==> config.mk <==
export PLATFORM = sky130hd
export DESIGN_NAME = cttg_queue
export DESIGN_NICKNAME = d
export VERILOG_FILES = /design/src/hw/rtl/cttg_pkg.sv /design/src/hw/rtl/cttg_queue.sv
export SDC_FILE = /design/constraint.sdc
export NUM_CORES = 1
export LEC_CHECK = 0
export ABC_CLOCK_PERIOD_IN_PS = 3500
export BUFFER_PORTS_ARGS = -buffer_cell sky130_fd_sc_hd__buf_2
export CAP_MARGIN = 20
export CORE_MARGIN = 2
export CORE_UTILIZATION = 50
export CTS_CLUSTER_SIZE = 30
export DETAILED_ROUTE_END_ITERATION = 10
export GPL_TIMING_DRIVEN = 0
export HOLD_SLACK_MARGIN = 0.1
export PLACE_DENSITY = 0.72
export RECOVER_POWER = 25
export SETUP_SLACK_MARGIN = 0.1
export SKIP_LAST_GASP = 1
export SYNTH_ARGS = -nofsm -noshare
export SYNTH_HDL_FRONTEND = slang
export SYNTH_SLANG_ARGS = --single-unit
==> constraint.sdc <==
create_clock -name clock -period 3.5 [get_ports clock]
set_input_delay 0 -clock clock [delete_from_list [all_inputs] [get_ports clock]]
set_output_delay 0 -clock clock [all_outputs]
set_load 0.01 [all_outputs]
==> src/hw/rtl/cttg_pkg.sv <==
// Shared types, constants and tables for the coordinate text to grid converter.
`timescale 1ns / 1ps
package cttg_pkg;

   localparam int unsigned CTTG_QUEUE_DEPTH = 4;

   localparam logic [30:0] MAG_LIMIT    = 31'h7FFF_FFFF;
   localparam logic [2:0]  FRACTION_END = 3'd7;
   localparam logic [31:0] OFFSET_MICRO = 32'd180000000;

   localparam logic [7:0] CHAR_MINUS = 8'h2D;
   localparam logic [7:0] CHAR_POINT = 8'h2E;
   localparam logic [7:0] CHAR_SEMI  = 8'h3B;
   localparam logic [7:0] CHAR_ZERO  = 8'h30;
   localparam logic [7:0] CHAR_NINE  = 8'h39;

   // span 360000000 = 2^9 * 703125, so (s << 32) / span = (s << 23) / 703125
   localparam logic [19:0] SPAN_ODD    = 20'd703125;
   localparam int unsigned RECIP_SHIFT = 28;
   localparam logic [63:0] RECIP_WIDE  = (64'd1 << 51) / 64'd703125;
   localparam logic [31:0] GRID_RECIP  = RECIP_WIDE[31:0];
   localparam int unsigned CORR_SHIFT  = 44;
   localparam logic [63:0] CORR_WIDE   = ((64'd1 << 44) + 64'd703124) / 64'd703125;
   localparam logic [24:0] CORR_RECIP  = CORR_WIDE[24:0];

   typedef struct packed {
      logic [7:0]  text_char;
      logic        start_req;
      logic [31:0] entry_index;
   } req_type;

   typedef struct packed {
      logic [31:0] latitude_grid;
      logic [31:0] longitude_grid;
      logic [31:0] point_index;
      logic        parse_ok;
      logic        overflow;
   } rsp_type;

   typedef enum logic [1:0] {
      NUM_LATITUDE  = 2'd0,
      NUM_PAIR_OK   = 2'd1,
      NUM_PAIR_FAIL = 2'd2
   } num_kind_type;

   typedef struct packed {
      num_kind_type kind;
      logic [30:0]  magnitude;
      logic [2:0]   fraction_count;
      logic         negative;
      logic [31:0]  point_index;
      logic         digit_overflow;
   } num_type;

   function automatic logic [19:0] scale_factor(input logic [2:0] fraction_count);
      logic [19:0] factor;
      unique case (fraction_count) inside
         3'd0, 3'd1: factor = 20'd1000000;
         3'd2:       factor = 20'd100000;
         3'd3:       factor = 20'd10000;
         3'd4:       factor = 20'd1000;
         3'd5:       factor = 20'd100;
         3'd6:       factor = 20'd10;
         default:    factor = 20'd1;
      endcase
      return factor;
   endfunction

endpackage

==> src/hw/rtl/cttg_queue.sv <==
// Short record queue between the parser and the grid mapping pipeline.
`timescale 1ns / 1ps
module cttg_queue #(
   parameter int unsigned DEPTH = cttg_pkg::CTTG_QUEUE_DEPTH
) (
   input  logic             clock,
   input  logic             reset,
   input  logic             push_valid,
   input  cttg_pkg::num_type push_data,
   output logic             full,
   input  logic             pop,
   output logic             pop_valid,
   output cttg_pkg::num_type pop_data
);
   import cttg_pkg::*;

   localparam int unsigned PTR_W = (DEPTH > 1) ? $clog2(DEPTH) : 1;
   localparam int unsigned CNT_W = $clog2(DEPTH + 1);
   localparam logic [PTR_W-1:0] LAST_PTR = PTR_W'(DEPTH - 1);

   num_type          entry_ff [DEPTH];
   logic [PTR_W-1:0] wr_ptr_ff, wr_ptr_in;
   logic [PTR_W-1:0] rd_ptr_ff, rd_ptr_in;
   logic [CNT_W-1:0] count_ff, count_in;
   logic             do_pop;

   assign full      = (count_ff == CNT_W'(DEPTH));
   assign pop_valid = (count_ff != '0);
   assign pop_data  = entry_ff[rd_ptr_ff];
   assign do_pop    = pop && pop_valid;

   always_comb begin
      wr_ptr_in = wr_ptr_ff;
      rd_ptr_in = rd_ptr_ff;
      count_in  = count_ff;
      if (push_valid) begin
         wr_ptr_in = (wr_ptr_ff == LAST_PTR) ? '0 : wr_ptr_ff + 1'b1;
      end
      if (do_pop) begin
         rd_ptr_in = (rd_ptr_ff == LAST_PTR) ? '0 : rd_ptr_ff + 1'b1;
      end
      if (push_valid && !do_pop) begin
         count_in = count_ff + 1'b1;
      end else if (!push_valid && do_pop) begin
         count_in = count_ff - 1'b1;
      end
   end

   always_ff @(posedge clock) begin
      if (reset) begin
         wr_ptr_ff <= '0;
         rd_ptr_ff <= '0;
         count_ff  <= '0;
      end else begin
         wr_ptr_ff <= wr_ptr_in;
         rd_ptr_ff <= rd_ptr_in;
         count_ff  <= count_in;
      end
   end

   always_ff @(posedge clock) begin
      if (push_valid) begin
         entry_ff[wr_ptr_ff] <= push_data;
      end
   end

endmodule

==> results_dict.tcl <==
set metrics [dict create \
    outcome "finished, final reports clean" \
    root_buffer "clkbuf_16" \
    reg2reg_slack_ps 1360 \
    grt_pass1_vias 5476 \
    stdcell_count 961 \
    drtIter0Drc 248 \
    syn-num-nets 491 \
    final_area_um2 13400 \
    insertion_delay_ps 530 \
    ys_types 20 \
    gp_congestion 0.710 \
    whs_ps 232 \
    synth_warnings 0 \
    port_buffers 145 \
    seq_area_frac_synth 0.808 \
    worst_setup_path_end_kind "output port" \
    p_sw_mw 2.06 \
    total_power_mw 8.52 \
    rows 53 \
    fin_nets 744 \
    path_clk_slew_ps 60 \
    grt_pass1_wl_mm 30.0 \
    dp.cells 834 \
    max_slew_margin 0.634 \
    ir_worst_vdd_v 0.000496 \
    pwr-share-clk 0.325 \
    switching_share 0.241 \
    drtPass1Iterations 4 \
    grt_max_degree 42 \
    vias 5024 \
    finalHoldViolCount 0 \
    tightest_slew_ps 549 \
    placed_area_um2 11800 \
    powerDensity_nw_per_um2 638 \
    ys_ff_latch 289 \
    drive_gt1_frac 0.342 \
    avgSynthCellArea_um2 25.9 \
    cap_violations 0 \
    async_reset_ff_frac 0 \
    dieHeight_um 150 \
    ctsHtreeMaxLevel 1 \
    synthTopCellsByArea "edfxtp_1 79%, mux4_2 15%, dfxtp_1 1.7%" \
    finalCriticalPeriod_ps 2170 \
    cp.required_ps 3500 \
    cts_buffers 29 \
    whs_path_depth 2 \
    cp.arrival_ps 2170 \
    final.setup_skew_ps 15.2 \
    start_kind "flip-flop" \
    dieArea_um2 22400 \
    route.detailed.drc 0 \
    cts_tree "yes" \
    die_w_um 150 \
    initial_utilization 0.507 \
    synth_ff_type "edfxtp_1" \
    dpl.hpwl_mm 11.6 \
    clk_path_buf_depth 3 \
    finalCritPeriodShare 0.621 \
    slew_violations 0 \
    critical_path_class "flip-flop to output port" \
    gr-usage-all-layers 0.176 \
    clock_sinks 289 \
    comb_power_share 0.202 \
    ant_nets 0 \
    synth_edf_count 280 \
    setup_viol 0 \
    fillers 1494 \
    max_freq_mhz 460 \
    synth_top_area_share 0.791 \
    hp-class "input pin to flip-flop" \
    antenna_found_initial 1 \
    worst_r2r_path_depth 7 \
    totalWireLength_mm 19.2 \
    coreArea_um2 21000 \
    avgRoutedWirePerCell_um 20.0 \
    viasPerCell 5.23 \
    ctsResizeCount 0 \
    syn_area_um2 10600 \
    grt_setup_unrepaired "false" \
    ioPinCount 146 \
    overflow 0 \
    synthesis.instances 410 \
    area_delta_synth_final_pct 25.6 \
    synth_largest_area_cell "edfxtp_1" \
    leakage_nw 4.50 \
    path_max_fanout 10 \
    sequentialPowerShare 0.474 \
    intPower_mw 6.47 \
]
-- layout make-up --
class	count	area, um^2	share of cell area
Sequential cell	289	8590	0.643
Multi-Input combinational cell	102	1850	0.139
Timing Repair Buffer	222	1510	0.113
Clock buffer	34	744	0.0557
Tap cell	275	344	0.0258
Buffer	16	190	0.0142
Clock inverter	19	110	0.00824
Inverter	3	11.3	0.000843
Antenna cell	1	2.50	0.000187
-- metal layers --
metal | GRT usage | up-vias | part of all wire | wire (um)
li1 | - | 2272 | - | -
met1 | 0.237 | 2573 | 0.41 | 7970
met2 | 0.303 | 150 | 0.52 | 9940
met3 | 0.0311 | 29 | 0.053 | 1030
met4 | 0.0406 | 0 | 0.016 | 309
met5 | 0 | - | 0 | 0
-- cell families (layout without fill, tap and decap cells) --
logic type,Yosys count,count (layout),synth area share
fa+ha+maj,7,7,0.00894
flops,289,289,0.808
compound gates,4,4,0.00341
xor+xnor,2,2,0.00165
other cells,0,1,0
buf+inv,19,294,0.0189
simple gates,15,15,0.00730
mux,74,74,0.152
-- state kept, by name (all words and copies together) (netlist names), named ones only --
signal     cells
entry_ff     280
count_ff       3
rd_ptr_ff      2
wr_ptr_ff      2
-- power by group through the flow --
stage | Combinational, mW | Sequential (mW) | Clock, mW
final | 1.72 | 4.04 | 2.77
after global placement | 1.65 | 4.11 | 0
after CTS | 1.77 | 4.04 | 2.83
after detailed placement | 1.69 | 4.11 | 0
after global routing | 1.86 | 4.05 | 2.97
after floorplan | 1.13 | 4.10 | 0
-- cells in the mapped netlist, types with 2 or more instances --
| cell | instances |
|---|---|
| or3_1 | 3 |
| mux2i_1 | 4 |
| and2_1 | 4 |
| dfxtp_1 | 9 |
| nor2_1 | 6 |
| inv_1 | 3 |
| xor2_1 | 2 |
| buf_2 | 7 |
| a21oi_1 | 2 |
| mux4_2 | 70 |
| buf_12 | 7 |
| edfxtp_1 | 280 |
| ha_1 | 6 |
-- repair_timing --
item,CTS,global route
hold endpoints to repair,289,0
buffers inserted,0,0
hold buffers,73,0
-- cells in the final DEF (no fill, tap or decap), types with 2 or more instances in the layout --
cell type / n
a21oi_1: 2
and2_4: 4
buf_12: 7
buf_16: 4
buf_2: 110
clkbuf_1: 47
clkbuf_16: 29
clkinv_1: 11
clkinv_2: 6
dfxtp_1: 9
dlygate4sd3_1: 73
edfxtp_1: 280
ha_1: 6
inv_1: 3
mux2i_1: 4
mux4_2: 70
nor2_1: 6
or3_1: 3
xor2_1: 2
-- final timing paths --
path	start	end
worst max-delay path	flip-flop	pop_data[38]
worst min-delay path	push_data[44]	entry_ff[1][44]
worst max register to register	count_ff[1]	count_ff[2]
worst min register to register	rd_ptr_ff[0]	rd_ptr_ff[0]
-- worst max-delay path: stages (launching register included) --
cell and delay [ps]:
dfxtp_1 300, buf_1 400, buf_2 410, mux4_2 370
buf_2 160
-- metrics by stage --
step	setup slack, ps	TNS, ps	util
4_1_cts	1250	0	0.640
6_report	1330	0	0.637
2_1_floorplan	877	0	-
3_5_place_dp	1360	0	0.564
3_3_place_gp	-422	-114090	0.558
5_1_grt	1200	0	0.637
Power figures use the tool's default switching activity.
