File: src/hw/rtl/cttg_pkg.sv
// Shared types, constants and tables for the coordinate text to grid converter.
`timescale 1ns / 1ps
package cttg_pkg;

   localparam int unsigned CTTG_QUEUE_DEPTH = 4;

   localparam logic [30:0] MAG_LIMIT    = 31'h7FFF_FFFF;
   localparam logic [2:0]  FRACTION_END = 3'd7;
   localparam logic [31:0] OFFSET_MICRO = 32'd180000000;

   localparam logic [7:0] CHAR_MINUS = 8'h2D;
   localparam logic [7:0] CHAR_POINT = 8'h2E;
   localparam logic [7:0] CHAR_SEMI  = 8'h3B;
   localparam logic [7:0] CHAR_ZERO  = 8'h30;
   localparam logic [7:0] CHAR_NINE  = 8'h39;

   // span 360000000 = 2^9 * 703125, so (s << 32) / span = (s << 23) / 703125
   localparam logic [19:0] SPAN_ODD    = 20'd703125;
   localparam int unsigned RECIP_SHIFT = 28;
   localparam logic [63:0] RECIP_WIDE  = (64'd1 << 51) / 64'd703125;
   localparam logic [31:0] GRID_RECIP  = RECIP_WIDE[31:0];
   localparam int unsigned CORR_SHIFT  = 44;
   localparam logic [63:0] CORR_WIDE   = ((64'd1 << 44) + 64'd703124) / 64'd703125;
   localparam logic [24:0] CORR_RECIP  = CORR_WIDE[24:0];

   typedef struct packed {
      logic [7:0]  text_char;
      logic        start_req;
      logic [31:0] entry_index;
   } req_type;

   typedef struct packed {
      logic [31:0] latitude_grid;
      logic [31:0] longitude_grid;
      logic [31:0] point_index;
      logic        parse_ok;
      logic        overflow;
   } rsp_type;

   typedef enum logic [1:0] {
      NUM_LATITUDE  = 2'd0,
      NUM_PAIR_OK   = 2'd1,
      NUM_PAIR_FAIL = 2'd2
   } num_kind_type;

   typedef struct packed {
      num_kind_type kind;
      logic [30:0]  magnitude;
      logic [2:0]   fraction_count;
      logic         negative;
      logic [31:0]  point_index;
      logic         digit_overflow;
   } num_type;

   function automatic logic [19:0] scale_factor(input logic [2:0] fraction_count);
      logic [19:0] factor;
      unique case (fraction_count) inside
         3'd0, 3'd1: factor = 20'd1000000;
         3'd2:       factor = 20'd100000;
         3'd3:       factor = 20'd10000;
         3'd4:       factor = 20'd1000;
         3'd5:       factor = 20'd100;
         3'd6:       factor = 20'd10;
         default:    factor = 20'd1;
      endcase
      return factor;
   endfunction

endpackage

File: src/hw/rtl/cttg_front.sv
// Character parser: accumulates digits and emits one record per finished number.
`timescale 1ns / 1ps
module cttg_front (
   input  logic             clock,
   input  logic             reset,
   input  logic             req_fire,
   input  cttg_pkg::req_type req_data,
   output logic             push_valid,
   output cttg_pkg::num_type push_data
);
   import cttg_pkg::*;

   typedef enum logic [4:0] {
      PH_IDLE      = 5'b00001,
      PH_LAT_FIRST = 5'b00010,
      PH_LAT_BODY  = 5'b00100,
      PH_LON_FIRST = 5'b01000,
      PH_LON_BODY  = 5'b10000
   } phase_type;

   phase_type   phase_ff, phase_in, phase_eff;
   logic        negative_ff, negative_in, negative_eff;
   logic [30:0] acc_ff, acc_in, acc_eff;
   logic [2:0]  frac_ff, frac_in, frac_eff;
   logic        ovf_ff, ovf_in, ovf_eff;
   logic [31:0] index_ff, index_in, index_eff;

   logic        is_first;
   logic        in_latitude;
   logic        is_digit;
   logic        consumed;
   logic        finish;
   logic [7:0]  digit_offset;
   logic [34:0] grown;

   always_comb begin
      phase_eff    = req_data.start_req ? PH_LAT_FIRST : phase_ff;
      negative_eff = req_data.start_req ? 1'b0 : negative_ff;
      acc_eff      = req_data.start_req ? 31'd0 : acc_ff;
      frac_eff     = req_data.start_req ? 3'd0 : frac_ff;
      ovf_eff      = req_data.start_req ? 1'b0 : ovf_ff;
      index_eff    = req_data.start_req ? req_data.entry_index : index_ff;

      is_first     = (phase_eff == PH_LAT_FIRST) || (phase_eff == PH_LON_FIRST);
      in_latitude  = (phase_eff == PH_LAT_FIRST) || (phase_eff == PH_LAT_BODY);
      is_digit     = (req_data.text_char >= CHAR_ZERO) && (req_data.text_char <= CHAR_NINE);
      digit_offset = req_data.text_char - CHAR_ZERO;
      grown        = {4'd0, acc_eff} * 35'd10 + {31'd0, digit_offset[3:0]};

      phase_in    = phase_eff;
      negative_in = negative_eff;
      acc_in      = acc_eff;
      frac_in     = frac_eff;
      ovf_in      = ovf_eff;
      index_in    = index_eff;
      consumed    = 1'b0;
      finish      = 1'b0;

      push_data.kind           = NUM_PAIR_OK;
      push_data.magnitude      = acc_eff;
      push_data.fraction_count = frac_eff;
      push_data.negative       = negative_eff;
      push_data.point_index    = index_eff;
      push_data.digit_overflow = ovf_eff;

      if (phase_eff != PH_IDLE) begin
         if (is_first && (req_data.text_char == CHAR_MINUS)) begin
            negative_in = 1'b1;
            consumed    = 1'b1;
         end else if (req_data.text_char == CHAR_POINT) begin
            if (frac_eff == 3'd0) begin
               frac_in  = 3'd1;
               consumed = 1'b1;
            end
         end else if (is_digit) begin
            consumed = 1'b1;
            if (frac_eff != FRACTION_END) begin
               if (grown > {4'd0, MAG_LIMIT}) begin
                  acc_in = MAG_LIMIT;
                  ovf_in = 1'b1;
               end else begin
                  acc_in = grown[30:0];
               end
               if (frac_eff != 3'd0) begin
                  frac_in = frac_eff + 3'd1;
               end
            end
         end

         if (consumed) begin
            if (phase_eff == PH_LAT_FIRST) begin
               phase_in = PH_LAT_BODY;
            end else if (phase_eff == PH_LON_FIRST) begin
               phase_in = PH_LON_BODY;
            end
         end else begin
            finish      = 1'b1;
            negative_in = 1'b0;
            acc_in      = 31'd0;
            frac_in     = 3'd0;
            if (in_latitude) begin
               if (req_data.text_char == CHAR_SEMI) begin
                  push_data.kind = NUM_LATITUDE;
                  phase_in       = PH_LON_FIRST;
               end else begin
                  push_data.kind = NUM_PAIR_FAIL;
                  phase_in       = PH_IDLE;
               end
            end else begin
               push_data.kind = NUM_PAIR_OK;
               phase_in       = PH_IDLE;
            end
         end
      end
   end

   assign push_valid = req_fire && finish;

   always_ff @(posedge clock) begin
      if (reset) begin
         phase_ff    <= PH_IDLE;
         negative_ff <= 1'b0;
         acc_ff      <= 31'd0;
         frac_ff     <= 3'd0;
         ovf_ff      <= 1'b0;
         index_ff    <= 32'd0;
      end else if (req_fire) begin
         phase_ff    <= phase_in;
         negative_ff <= negative_in;
         acc_ff      <= acc_in;
         frac_ff     <= frac_in;
         ovf_ff      <= ovf_in;
         index_ff    <= index_in;
      end
   end

endmodule

File: config.mk
export PLATFORM = sky130hd
export DESIGN_NAME = cttg_front
export DESIGN_NICKNAME = d
export VERILOG_FILES = /design/src/hw/rtl/cttg_pkg.sv /design/src/hw/rtl/cttg_front.sv
export SDC_FILE = /design/constraint.sdc
export NUM_CORES = 1
export LEC_CHECK = 0
export BUFFER_PORTS_ARGS = -buffer_cell sky130_fd_sc_hd__buf_2
export CAP_MARGIN = 5
export CORE_ASPECT_RATIO = 1.25
export CORE_MARGIN = 4
export CORE_UTILIZATION = 40
export DETAILED_ROUTE_END_ITERATION = 10
export PLACE_DENSITY_LB_ADDON = 0.08
export SYNTH_ARGS = -nofsm -noshare
export SYNTH_HDL_FRONTEND = slang
export SYNTH_SLANG_ARGS = --single-unit
File: constraint.sdc
create_clock -name clock -period 9.1 [get_ports clock]
set_clock_uncertainty 0.05 [all_clocks]
set_input_delay 1.365 -clock clock [delete_from_list [all_inputs] [get_ports clock]]
set_output_delay 1.365 -clock clock [all_outputs]
set_load 0.1 [all_outputs]
==> metrics.md, run 1 <==
| Metric | Value |
|---|---|
| Post-route ant nets | `0` |
| Largest cells by area after synthesis | `dfxtp_1, ha_1, xnor2_1, nor2_1, mux2_2` |
| Post-CTS Hold Buffers | `0` |
| H-tree depth | `3` |
| FF+latch count, synth | `73` |
| Inst Count DP | `~1200` |
| Hold Crit Class | `reg2reg` |
| Most frequent cells in the layout | `buf_2, nor2_1, dfxtp_1` |
| Final wirelength | `~21000 um` |
| Port bufs | `114` |
| Via count | `just under 7000` |
| Min-Delay Startpoint | `acc_ff[28]` |
| Syn Area/Cell | `just under 8 um2` |
| Clock Latency Late Sink | `between 0.3 and 0.4 ns` |
| Fin crit share | `0.711` |
| P_leak | `around 3.3 nW` |
| Gpl congestion | `approximately 0.9` |
| CTS Buffer Depth | `2` |
| Peak Freq | `between 150 and 200 MHz` |
| Worst-path cell chain | `buf_4, buf_4, nor2b_1, ha_1, ha_1, nand4_1, nor3_1, o21ai_0, a21o_1, a2111oi_4, nand3_1, or4_1, a21boi_2, a21oi_1` |
| Startpoint Class | `input port` |
| Initial Util | `0.409` |
| Commonest non-fill, non-tap cell in the layout | `buf_2` |
| Reg2Reg Depth | `14` |
| P&R area growth vs syn | `13.9%` |
| Cell depth of the worst hold path | `2` |
| Worst flop-to-flop path startpoint | `acc_ff[0]` |
| Slew HR | `0.246` |
| VDD IR max | `roughly 0.096 mV` |
| CP Class | `in2reg` |
| Distinct cells, synth | `slightly below 80` |
| Synthesized cell area | `around 7000 um2` |
| Crit path from | `req_data[32]` |
| Reg2Reg Capture Point | `acc_ff[15]` |
| Slowest CP cell | `or4_1` |
| Via count of the first global-routing pass | `between 6000 and 7000` |
| Layout cells sized above 1 | `0.204` |
| CP top delay family | `simple AND/OR/NAND/NOR gates` |
| Crit-path max cell delay | `about 0.91 ns` |
| CTS Buf Count | `9` |
| Initial antenna violation count | `0` |
| Row count | `53` |
| # setup viols final | `0` |
| Clk sink count | `73` |
| First-pass GRT wire length | `34100 um` |
| GRT overflow | `0` |
| Antenna Cells | `0` |
| Slew @ Worst Pin | `1.13 ns` |
| Largest net degree at the start of global routing | `53` |
| Setup TNS Final | `0 ns` |
| Total chip power | `between 0.0009 and 0.001 W` |
| Fin worst setup slack | `roughly 2.6 ns` |
| R2r setup slk | `approximately 3.8 ns` |
| Max-Cap Viols | `0` |
| PostCTS Resize Cnt | `0` |
| Hold Violations, Final | `0` |
| Unrepaired setup endpoints after global routing | `no` |
| CTS clk-pin slew, worst paths | `about 0.06 ns` |
| Place WS | `~2.3 ns` |
| HPWL after DPL | `~16000 um` |
| Final Non-Filler Cells | `between 1000 and 1500` |
| CORE AREA | `16900 um2` |
| Root Buffer | `clkbuf_16` |
| DIE AREA | `roughly 20000 um2` |
| Status | `complete, no violations` |
| Tmin final | `6.47 ns` |
| Via density | `~5.7` |
| Synth top area share | `0.211` |
| Post-CTS Setup Repair Bufs | `0` |
| Nets | `approximately 1000` |
| Avg WL per Cell | `about 18 um` |
| GRT Util Overall | `0.210` |
| Initial DRC Count | `~550` |
| Drt first pass iters | `5` |
| Cells after Synth | `a little under 900` |
| Top FF cell, synth | `dfxtp_1` |
| Synth area leader | `dfxtp_1` |
| Crit Path Max Fanout | `52` |
| Fin. max-slew vios | `0` |
| Post-synth EDFFs | `0` |
| Synth Net Count | `975` |
| Die height | `~150 um` |
| Hold path endpoint | `acc_ff[28]` |
| Crit. End Element | `flip-flop` |
| I/O pin count | `115` |
| Yosys synthesis warning count | `0` |
| CTS tree | `done` |
| Worst EP arrival | `between 6 and 7 ns` |
| Pwr dens | `116 nW/um2` |
| Required time of the critical path | `about 9.2 ns` |
| CP bufs+invs | `2` |
| Sequential share of the synthesized area | `0.211` |
| Number of remaining DRC errors | `0` |
| Ys async rst share | `0` |
| Die Wd | `126 um` |
## routing by layer
layer  vias to the layer above  global-route usage  share of wire
li1                       3382                   -              -
met1                      3148               0.271           0.46
met2                       193               0.364           0.47
met3                        42              0.0271          0.044
met4                         0              0.0677          0.024
met5                         -                   0              0
## layout make-up
type                            count  area, um2
Clock inverter                      5       80.1
Fill cell                        1777       9030
Inverter                            6       22.5
Tap cell                          220        275
Sequential cell                    73       1460
Multi-Input combinational cell    752       5180
Timing Repair Buffer              120        618
Clock buffer                       10        239
## report_power, final
group | total, W | switching, W | internal [W]
clock network | 0.000387 | 0.000141 | 0.000246
registers | 0.000335 | 0.00000572 | 0.000329
logic | 0.000190 | 0.000146 | 0.0000437
total | 0.000911 | 0.000293 | 0.000618
## Yosys cell counts, types with 3 or more instances
master	instances
nor2_1	103
dfxtp_1	73
nand2_1	71
o21ai_0	54
a21oi_1	48
xnor2_1	46
ha_1	42
nor2b_1	34
mux2_2	33
mux2i_1	32
clkbuf_1	31
a211oi_1	27
and2_1	25
nand4_1	21
nor3_1	18
xor2_1	18
a21o_1	17
buf_2	14
nand3_1	13
nand2b_1	10
o21a_1	10
o21ai_1	10
a2bb2oi_1	9
a31oi_1	8
buf_1	8
a221oi_1	6
inv_1	6
or2_2	6
or4_1	6
a21boi_0	5
and3_1	5
nor4_1	5
a31o_2	4
o31ai_1	4
a2111oi_0	3
a2111oi_1	3
o211ai_1	3
o31a_1	3
or3_1	3
## stage by stage
step	util	cell area (um2)	hold slack, ns
floorplan	-	6910	0.367
finish	0.466	7880	0.397
global placement	0.447	7560	0.389
global route	0.466	7880	0.410
detailed placement	0.447	7560	0.387
CTS	0.466	7880	0.396
## worst register-to-register path: cells and delay by family, from the launching register on
kind            cells  cell delay [ns]
xor+xnor            1             0.17
flops               1             0.35
fa+ha+maj           2             0.61
simple gates        7             2.57
compound gates      4             1.44
## flip-flops by register name (all words and copies together), names as in the netlist
signal	flops
phase_ff	5
ovf_ff	1
acc_ff	31
frac_ff	3
index_ff	32
negative_ff	1
## cell families (layout without fill, tap and decap cells)
kind of cell | after synthesis | count (layout) | synth area share
and+or+nand+nor | 342 | 342 | 0.253
muxes | 65 | 65 | 0.100
DFF | 73 | 73 | 0.211
adders and majority gates | 44 | 44 | 0.0803
AOI/OAI and AO/OA | 237 | 237 | 0.234
buffers and inverters | 63 | 141 | 0.0400
xor gates and xnor gates | 64 | 64 | 0.0811
## worst max path at each step
stage | endpoint | cells past startpoint | slack, ns
global placement | ovf_ff | 14 | 2.41
detailed placement | acc_ff[15] | 14 | 2.31
floorplan | acc_ff[26] | 16 | 2.21
global route | acc_ff[1] | 15 | 2.21
CTS | acc_ff[15] | 14 | 2.63
finish | acc_ff[15] | 14 | 2.63
Note: power is estimated with default switching activity, not from simulation.
==> run 2: changes to the inputs <==
- ABC_AREA: unset -> 1
- clock period: 9.1 -> 6.8 ns (I/O delays scaled with it)
==> metrics.md, run 2 <==
| Metric | Value |
|---|---|
| Status | `complete, no violations` |
| Commonest cells in the netlist | `nand2_1, inv_1, nor2_1` |
| PostCTS Resize Cnt | `0` |
| Gpl congestion | `approximately 0.96` |
| Register cell area after layout | `1460 um2` |
| R2r setup slk | `~2.3 ns` |
| Cells after Synth | `1492` |
| Initial Util | `0.406` |
| Hold path endpoint | `frac_ff[2]` |
| Grt peak-use layer | `met2` |
| Yosys synthesis warning count | `0` |
| CTS tree | `done` |
| Largest regs | `index_ff (32), acc_ff (31), phase_ff (5)` |
| Layout cells sized above 1 | `0.144` |
| H-tree depth | `3` |
| CORE AREA | `slightly above 20000 um2` |
| Synth area leader | `nand2_1` |
| Slew HR | `0.274` |
| Sequential share of the synthesized area | `0.179` |
| Clock Latency Late Sink | `about 0.33 ns` |
| Met1 global-route usage | `0.298` |
| Largest reg by FF count | `index_ff` |
| Max reg flops | `32` |
| Largest cells by area after synthesis | `nand2_1, dfxtp_1, inv_1, nor2_1, a21oi_1` |
| Slew @ Worst Pin | `between 1 and 1.5 ns` |
| Number of remaining DRC errors | `0` |
| First-pass GRT wire length | `around 42000 um` |
| Crit. End Element | `flip-flop` |
| Die Wd | `about 140 um` |
| Ys async rst share | `0` |
| Via count of the first global-routing pass | `around 8600` |
| Startpoint Class | `input port` |
| Drt first pass iters | `5` |
| Unrepaired setup endpoints after global routing | `no` |
| CTS clk-pin slew, worst paths | `0.06 ns` |
| Synthesized cell area | `8170 um2` |
| Most frequent cell after synthesis | `nand2_1` |
| Slowest CP cell | `buf_2` |
| Row count | `58` |
| Fin crit share | `0.785` |
| CTS Buffer Depth | `2` |
| Root Buffer | `clkbuf_16` |
| Tmin final | `5.33 ns` |
| Synth top area share | `0.206` |
| Synth Net Count | `around 1600` |
| Routing usage on met3 | `0.0273` |
| Avg WL per Cell | `14.0 um` |
| Initial DRC Count | `430` |
| Peak Freq | `~190 MHz` |
| Most Frequent Cell on Critical Path | `nand2_1` |
| Grt met2 use | `0.376` |
| Pwr dens | `roughly 140 nW/um2` |
| Antenna Cells | `0` |
| Distinct cells, synth | `between 40 and 50` |
| Worst EP arrival | `between 5 and 6 ns` |
| Required time of the critical path | `between 6 and 7 ns` |
| Fin. max-slew vios | `0` |
| Filler cells | `around 2200` |
| Initial antenna violation count | `0` |
| Via density | `a little under 5` |
| I/O pin count | `about 120` |
| Largest net degree at the start of global routing | `74` |
| Via count | `between 9000 and 10000` |
| Max-Cap Viols | `0` |
| Setup TNS Final | `0 ns` |
| FF+latch count, synth | `between 70 and 80` |
| Nets | `around 1700` |
| Hold Violations, Final | `0` |
| Crit-path max cell delay | `about 0.43 ns` |
| VDD IR max | `approximately 0.12 mV` |
| Reg2Reg Capture Point | `acc_ff[24]` |
| Post-CTS Setup Repair Bufs | `0` |
| CTS Buf Count | `9` |
| P_leak | `4.86 nW` |
| Post-synth EDFFs | `0` |
| GRT overflow | `0` |
| Final wirelength | `roughly 26000 um` |
| Worst flop-to-flop path startpoint | `acc_ff[12]` |
| Die height | `around 170 um` |
| Hold Crit Class | `reg2reg` |
| Commonest non-fill, non-tap cell in the layout | `nand2_1` |
| Min-Delay Startpoint | `frac_ff[2]` |
| Footprint of the multi-input gates | `between 5000 and 6000 um2` |
| Post-CTS Hold Buffers | `0` |
| Most frequent cells in the layout | `nand2_1, inv_1, nor2_1` |
| Cell depth of the worst hold path | `2` |
| Finished Core Util | `0.463` |
| Reg2Reg Depth | `26` |
| HPWL after DPL | `around 21000 um` |
| Port bufs | `114` |
| Post-route ant nets | `0` |
| Top FF cell, synth | `dfxtp_1` |
| CP Class | `in2reg` |
| # setup viols final | `0` |
| Crit Path Max Fanout | `24` |
| GRT Util Overall | `0.227` |
| Total chip power | `0.00127 W` |
| DIE AREA | `about 23000 um2` |
| Clk sink count | `73` |
| P&R area growth vs syn | `13.9%` |
| Syn Area/Cell | `about 5.5 um2` |
## run 2: cell types whose count changed after synthesis, moves of 27 or more
cell      before  now
nand2_1       71  448
a211oi_1      27    0
mux2_2        33    0
nand2_2        0   33
a21oi_1       48  120
nand3_1       13   78
xnor2_1       46    4
nor2_1       103  167
inv_1          6  258
mux2i_1       32    0
nor2b_1       34    0
o21ai_0       54   84
## run 2: cell type report
type | instances | share of cell area
repair buffers | 121 | 0.0670
clock inverters | 5 | 0.0137
well taps | 270 | 0.0363
clock buffers | 10 | 0.0257
flip-flops and latches | 73 | 0.157
inverters | 276 | 0.111
multi-input cells | 1098 | 0.589
## run 2: stage by stage
step | instance area (um2) | hold WS, ns | instances | setup slack, ns
final | 9300 | 0.413 | 1853 | 1.47
after global routing | 9300 | 0.432 | 1853 | 0.972
after CTS | 9300 | 0.414 | 1853 | 1.43
after detailed placement | 8940 | 0.406 | 1838 | 1.06
after global placement | 8940 | 0.402 | 1838 | 1.16
after floorplan | 8170 | 0.395 | 1492 | 0.389
## run 2: metal layers
metal	wire [um]	vias up	share of wire
li1	-	4806	-
met1	11800	3998	0.46
met2	11900	213	0.46
met3	1200	56	0.046
met4	977	0	0.038
met5	0	-	0
## run 2: cell families (layout without fill, tap and decap cells)
logic type,count (synthesis),after routing,share of synthesized area
and+or+nand+nor,808,808,0.434
buffers and inverters,321,412,0.151
AOI/OAI and AO/OA,222,222,0.143
adders and majority gates,43,43,0.0668
xor gates and xnor gates,25,25,0.0268
DFF,73,73,0.179
## run 2: worst max-delay path, delay by kind of cell
kind / cells / cell delay [ns]
buffers and inverters: 3 / 0.82
AOI/OAI and AO/OA: 1 / 0.06
adders and majority gates: 2 / 0.70
and+or+nand+nor: 19 / 2.84
## run 2: how the worst max path moves through the flow
stage	endpoint	depth (start not counted)	slack, ns	start
after floorplan	push_data[69]	8	0.39	req_data[32]
after global placement	acc_ff[23]	25	1.16	req_data[32]
final	acc_ff[24]	25	1.47	req_data[32]
after global routing	acc_ff[22]	25	0.97	req_data[32]
after CTS	acc_ff[24]	25	1.43	req_data[32]
after detailed placement	acc_ff[24]	25	1.06	req_data[32]
## run 2: power breakdown
group	internal, W	switching (W)	total, W
registers	0.000442	0.00000336	0.000445
clock network	0.000403	0.000179	0.000582
logic	0.0000422	0.000202	0.000244
total	0.000888	0.000385	0.00127
==> run 3: changes to the inputs <==
- clock period: 6.8 -> 5.4 ns (I/O delays scaled with it)
==> metrics.md, run 3 (synthesis results as in run 2) <==
| Metric | Value |
|---|---|
| Root Buffer | `clkbuf_16` |
| Via density | `just under 5` |
| Via count | `between 9000 and 10000` |
| Tmin final | `4.68 ns` |
| Largest net degree at the start of global routing | `67` |
| GRT overflow | `0` |
| Max-Cap Viols | `0` |
| Post-CTS Setup Repair Bufs | `0` |
| Startpoint Class | `input port` |
| Die Wd | `roughly 140 um` |
| Peak Freq | `214 MHz` |
| Avg WL per Cell | `roughly 14 um` |
| Status | `complete, no violations` |
| PostCTS Resize Cnt | `0` |
| CTS Buf Count | `9` |
| CORE AREA | `20100 um2` |
| Crit Path Max Fanout | `20` |
| Slew @ Worst Pin | `1.09 ns` |
| Final wirelength | `25800 um` |
| Cell area after layout | `around 9400 um2` |
| Number of remaining DRC errors | `0` |
| Commonest non-fill, non-tap cell in the layout | `nand2_1` |
| GRT Util Overall | `0.225` |
| Antenna Cells | `0` |
| DIE AREA | `about 23000 um2` |
| CTS tree | `done` |
| Fin. max-slew vios | `0` |
| Initial antenna violation count | `0` |
| HPWL after DPL | `21300 um` |
| Clk sink count | `73` |
| CTS clk-pin slew, worst paths | `~0.060 ns` |
| Via count of the first global-routing pass | `approximately 8500` |
| Fin crit share | `0.866` |
| Gpl congestion | `approximately 0.97` |
| Nets | `between 1500 and 2000` |
| # setup viols final | `0` |
| Initial Util | `0.406` |
| Setup TNS Final | `0 ns` |
| First-pass GRT wire length | `41900 um` |
| Post-route ant nets | `0` |
| Crit. End Element | `flip-flop` |
| Post-CTS Hold Buffers | `0` |
| CP Class | `in2reg` |
| VDD IR max | `roughly 0.15 mV` |
| Drt first pass iters | `7` |
| Max reg flops | `32` |
| Largest reg by FF count | `index_ff` |
| I/O pin count | `115` |
| Hold Crit Class | `reg2reg` |
| P&R area growth vs syn | `14.9%` |
| Worst EP arrival | `around 4.8 ns` |
| Pwr dens | `~160 nW/um2` |
| Required time of the critical path | `5.55 ns` |
| Finished Core Util | `0.467` |
| Port bufs | `around 110` |
| P_leak | `about 4.9 nW` |
| Unrepaired setup endpoints after global routing | `no` |
| H-tree depth | `3` |
| Clock Latency Late Sink | `between 0.3 and 0.4 ns` |
| Hold Violations, Final | `0` |
| Row count | `between 50 and 60` |
| Die height | `168 um` |
| Slew HR | `0.275` |
| Largest regs | `index_ff (32), acc_ff (31), phase_ff (5)` |
| DP Area | `9090 um2` |
| Layout cells sized above 1 | `0.155` |
| Most frequent cells in the layout | `nand2_1, inv_1, nor2_1` |
| Initial DRC Count | `between 300 and 400` |
| CTS Buffer Depth | `2` |
-- run 3: critical path: stages --
cell and delay [ns]:
buf_2 0.17, buf_12 0.17, nor2_1 0.43, inv_1 0.12
nor2_1 0.17, nor2_1 0.07, ha_1 0.36, nand2_1 0.09
inv_1 0.10, nand2_1 0.08, nor2_2 0.23, nand4_1 0.22
nand4_1 0.18, nand2_1 0.15, nor2_1 0.16, nand2_1 0.06
nor2_1 0.19, nand3_1 0.11, nand2_1 0.08, nand2_1 0.08
nor2_4 0.10, nand2_2 0.10, nor2_8 0.32, nand2_1 0.13
nand2_1 0.08, a21oi_1 0.05
-- run 3: worst paths after layout --
| kind | slack (ns) | depth (start not counted) | start | end |
|---|---|---|---|---|
| setup / recovery | 0.72 | 26 | req_data[32] | acc_ff[29] |
| hold / removal | 0.41 | 2 | acc_ff[30] | acc_ff[30] |
| setup reg to reg | 1.12 | 26 | acc_ff[21] | acc_ff[29] |
| hold reg to reg | 0.41 | 2 | acc_ff[30] | acc_ff[30] |
-- run 3: per-layer routing --
layer	vias to the layer above	routed length (um)	GRT usage	part of all wire
li1	4827	-	-	-
met3	33	1150	0.0198	0.045
met2	204	12300	0.386	0.48
met1	3993	11800	0.297	0.46
met4	0	652	0.0732	0.025
met5	-	0	0	0
-- run 3: layout make-up --
class                           count  area (um2)
Clock buffer                       10         229
Clock inverter                      6        67.6
Fill cell                        2305       10700
Inverter                          276        1040
Multi-Input combinational cell   1098        5500
Sequential cell                    73        1460
Tap cell                          270         338
Timing Repair Buffer              135         756
-- run 3: per-stage QoR --
step	setup slack (ns)	hold WS (ns)	total power [W]	instances
final	0.722	0.415	0.00147	1868
after global routing	0.364	0.428	0.00153	1868
after CTS	0.775	0.415	0.00149	1868
after detailed placement	0.412	0.406	0.000888	1852
after global placement	0.428	0.402	0.000886	1852
after floorplan	0.0165	0.395	0.000820	1492
-- run 3: power breakdown --
| group | switching, W | leakage, nW | internal, W |
|---|---|---|---|
| logic | 0.000256 | 4.17 | 0.0000577 |
| clock network | 0.000236 | 0.139 | 0.000359 |
| registers | 0.00000415 | 0.596 | 0.000556 |
| total | 0.000497 | 4.91 | 0.000974 |
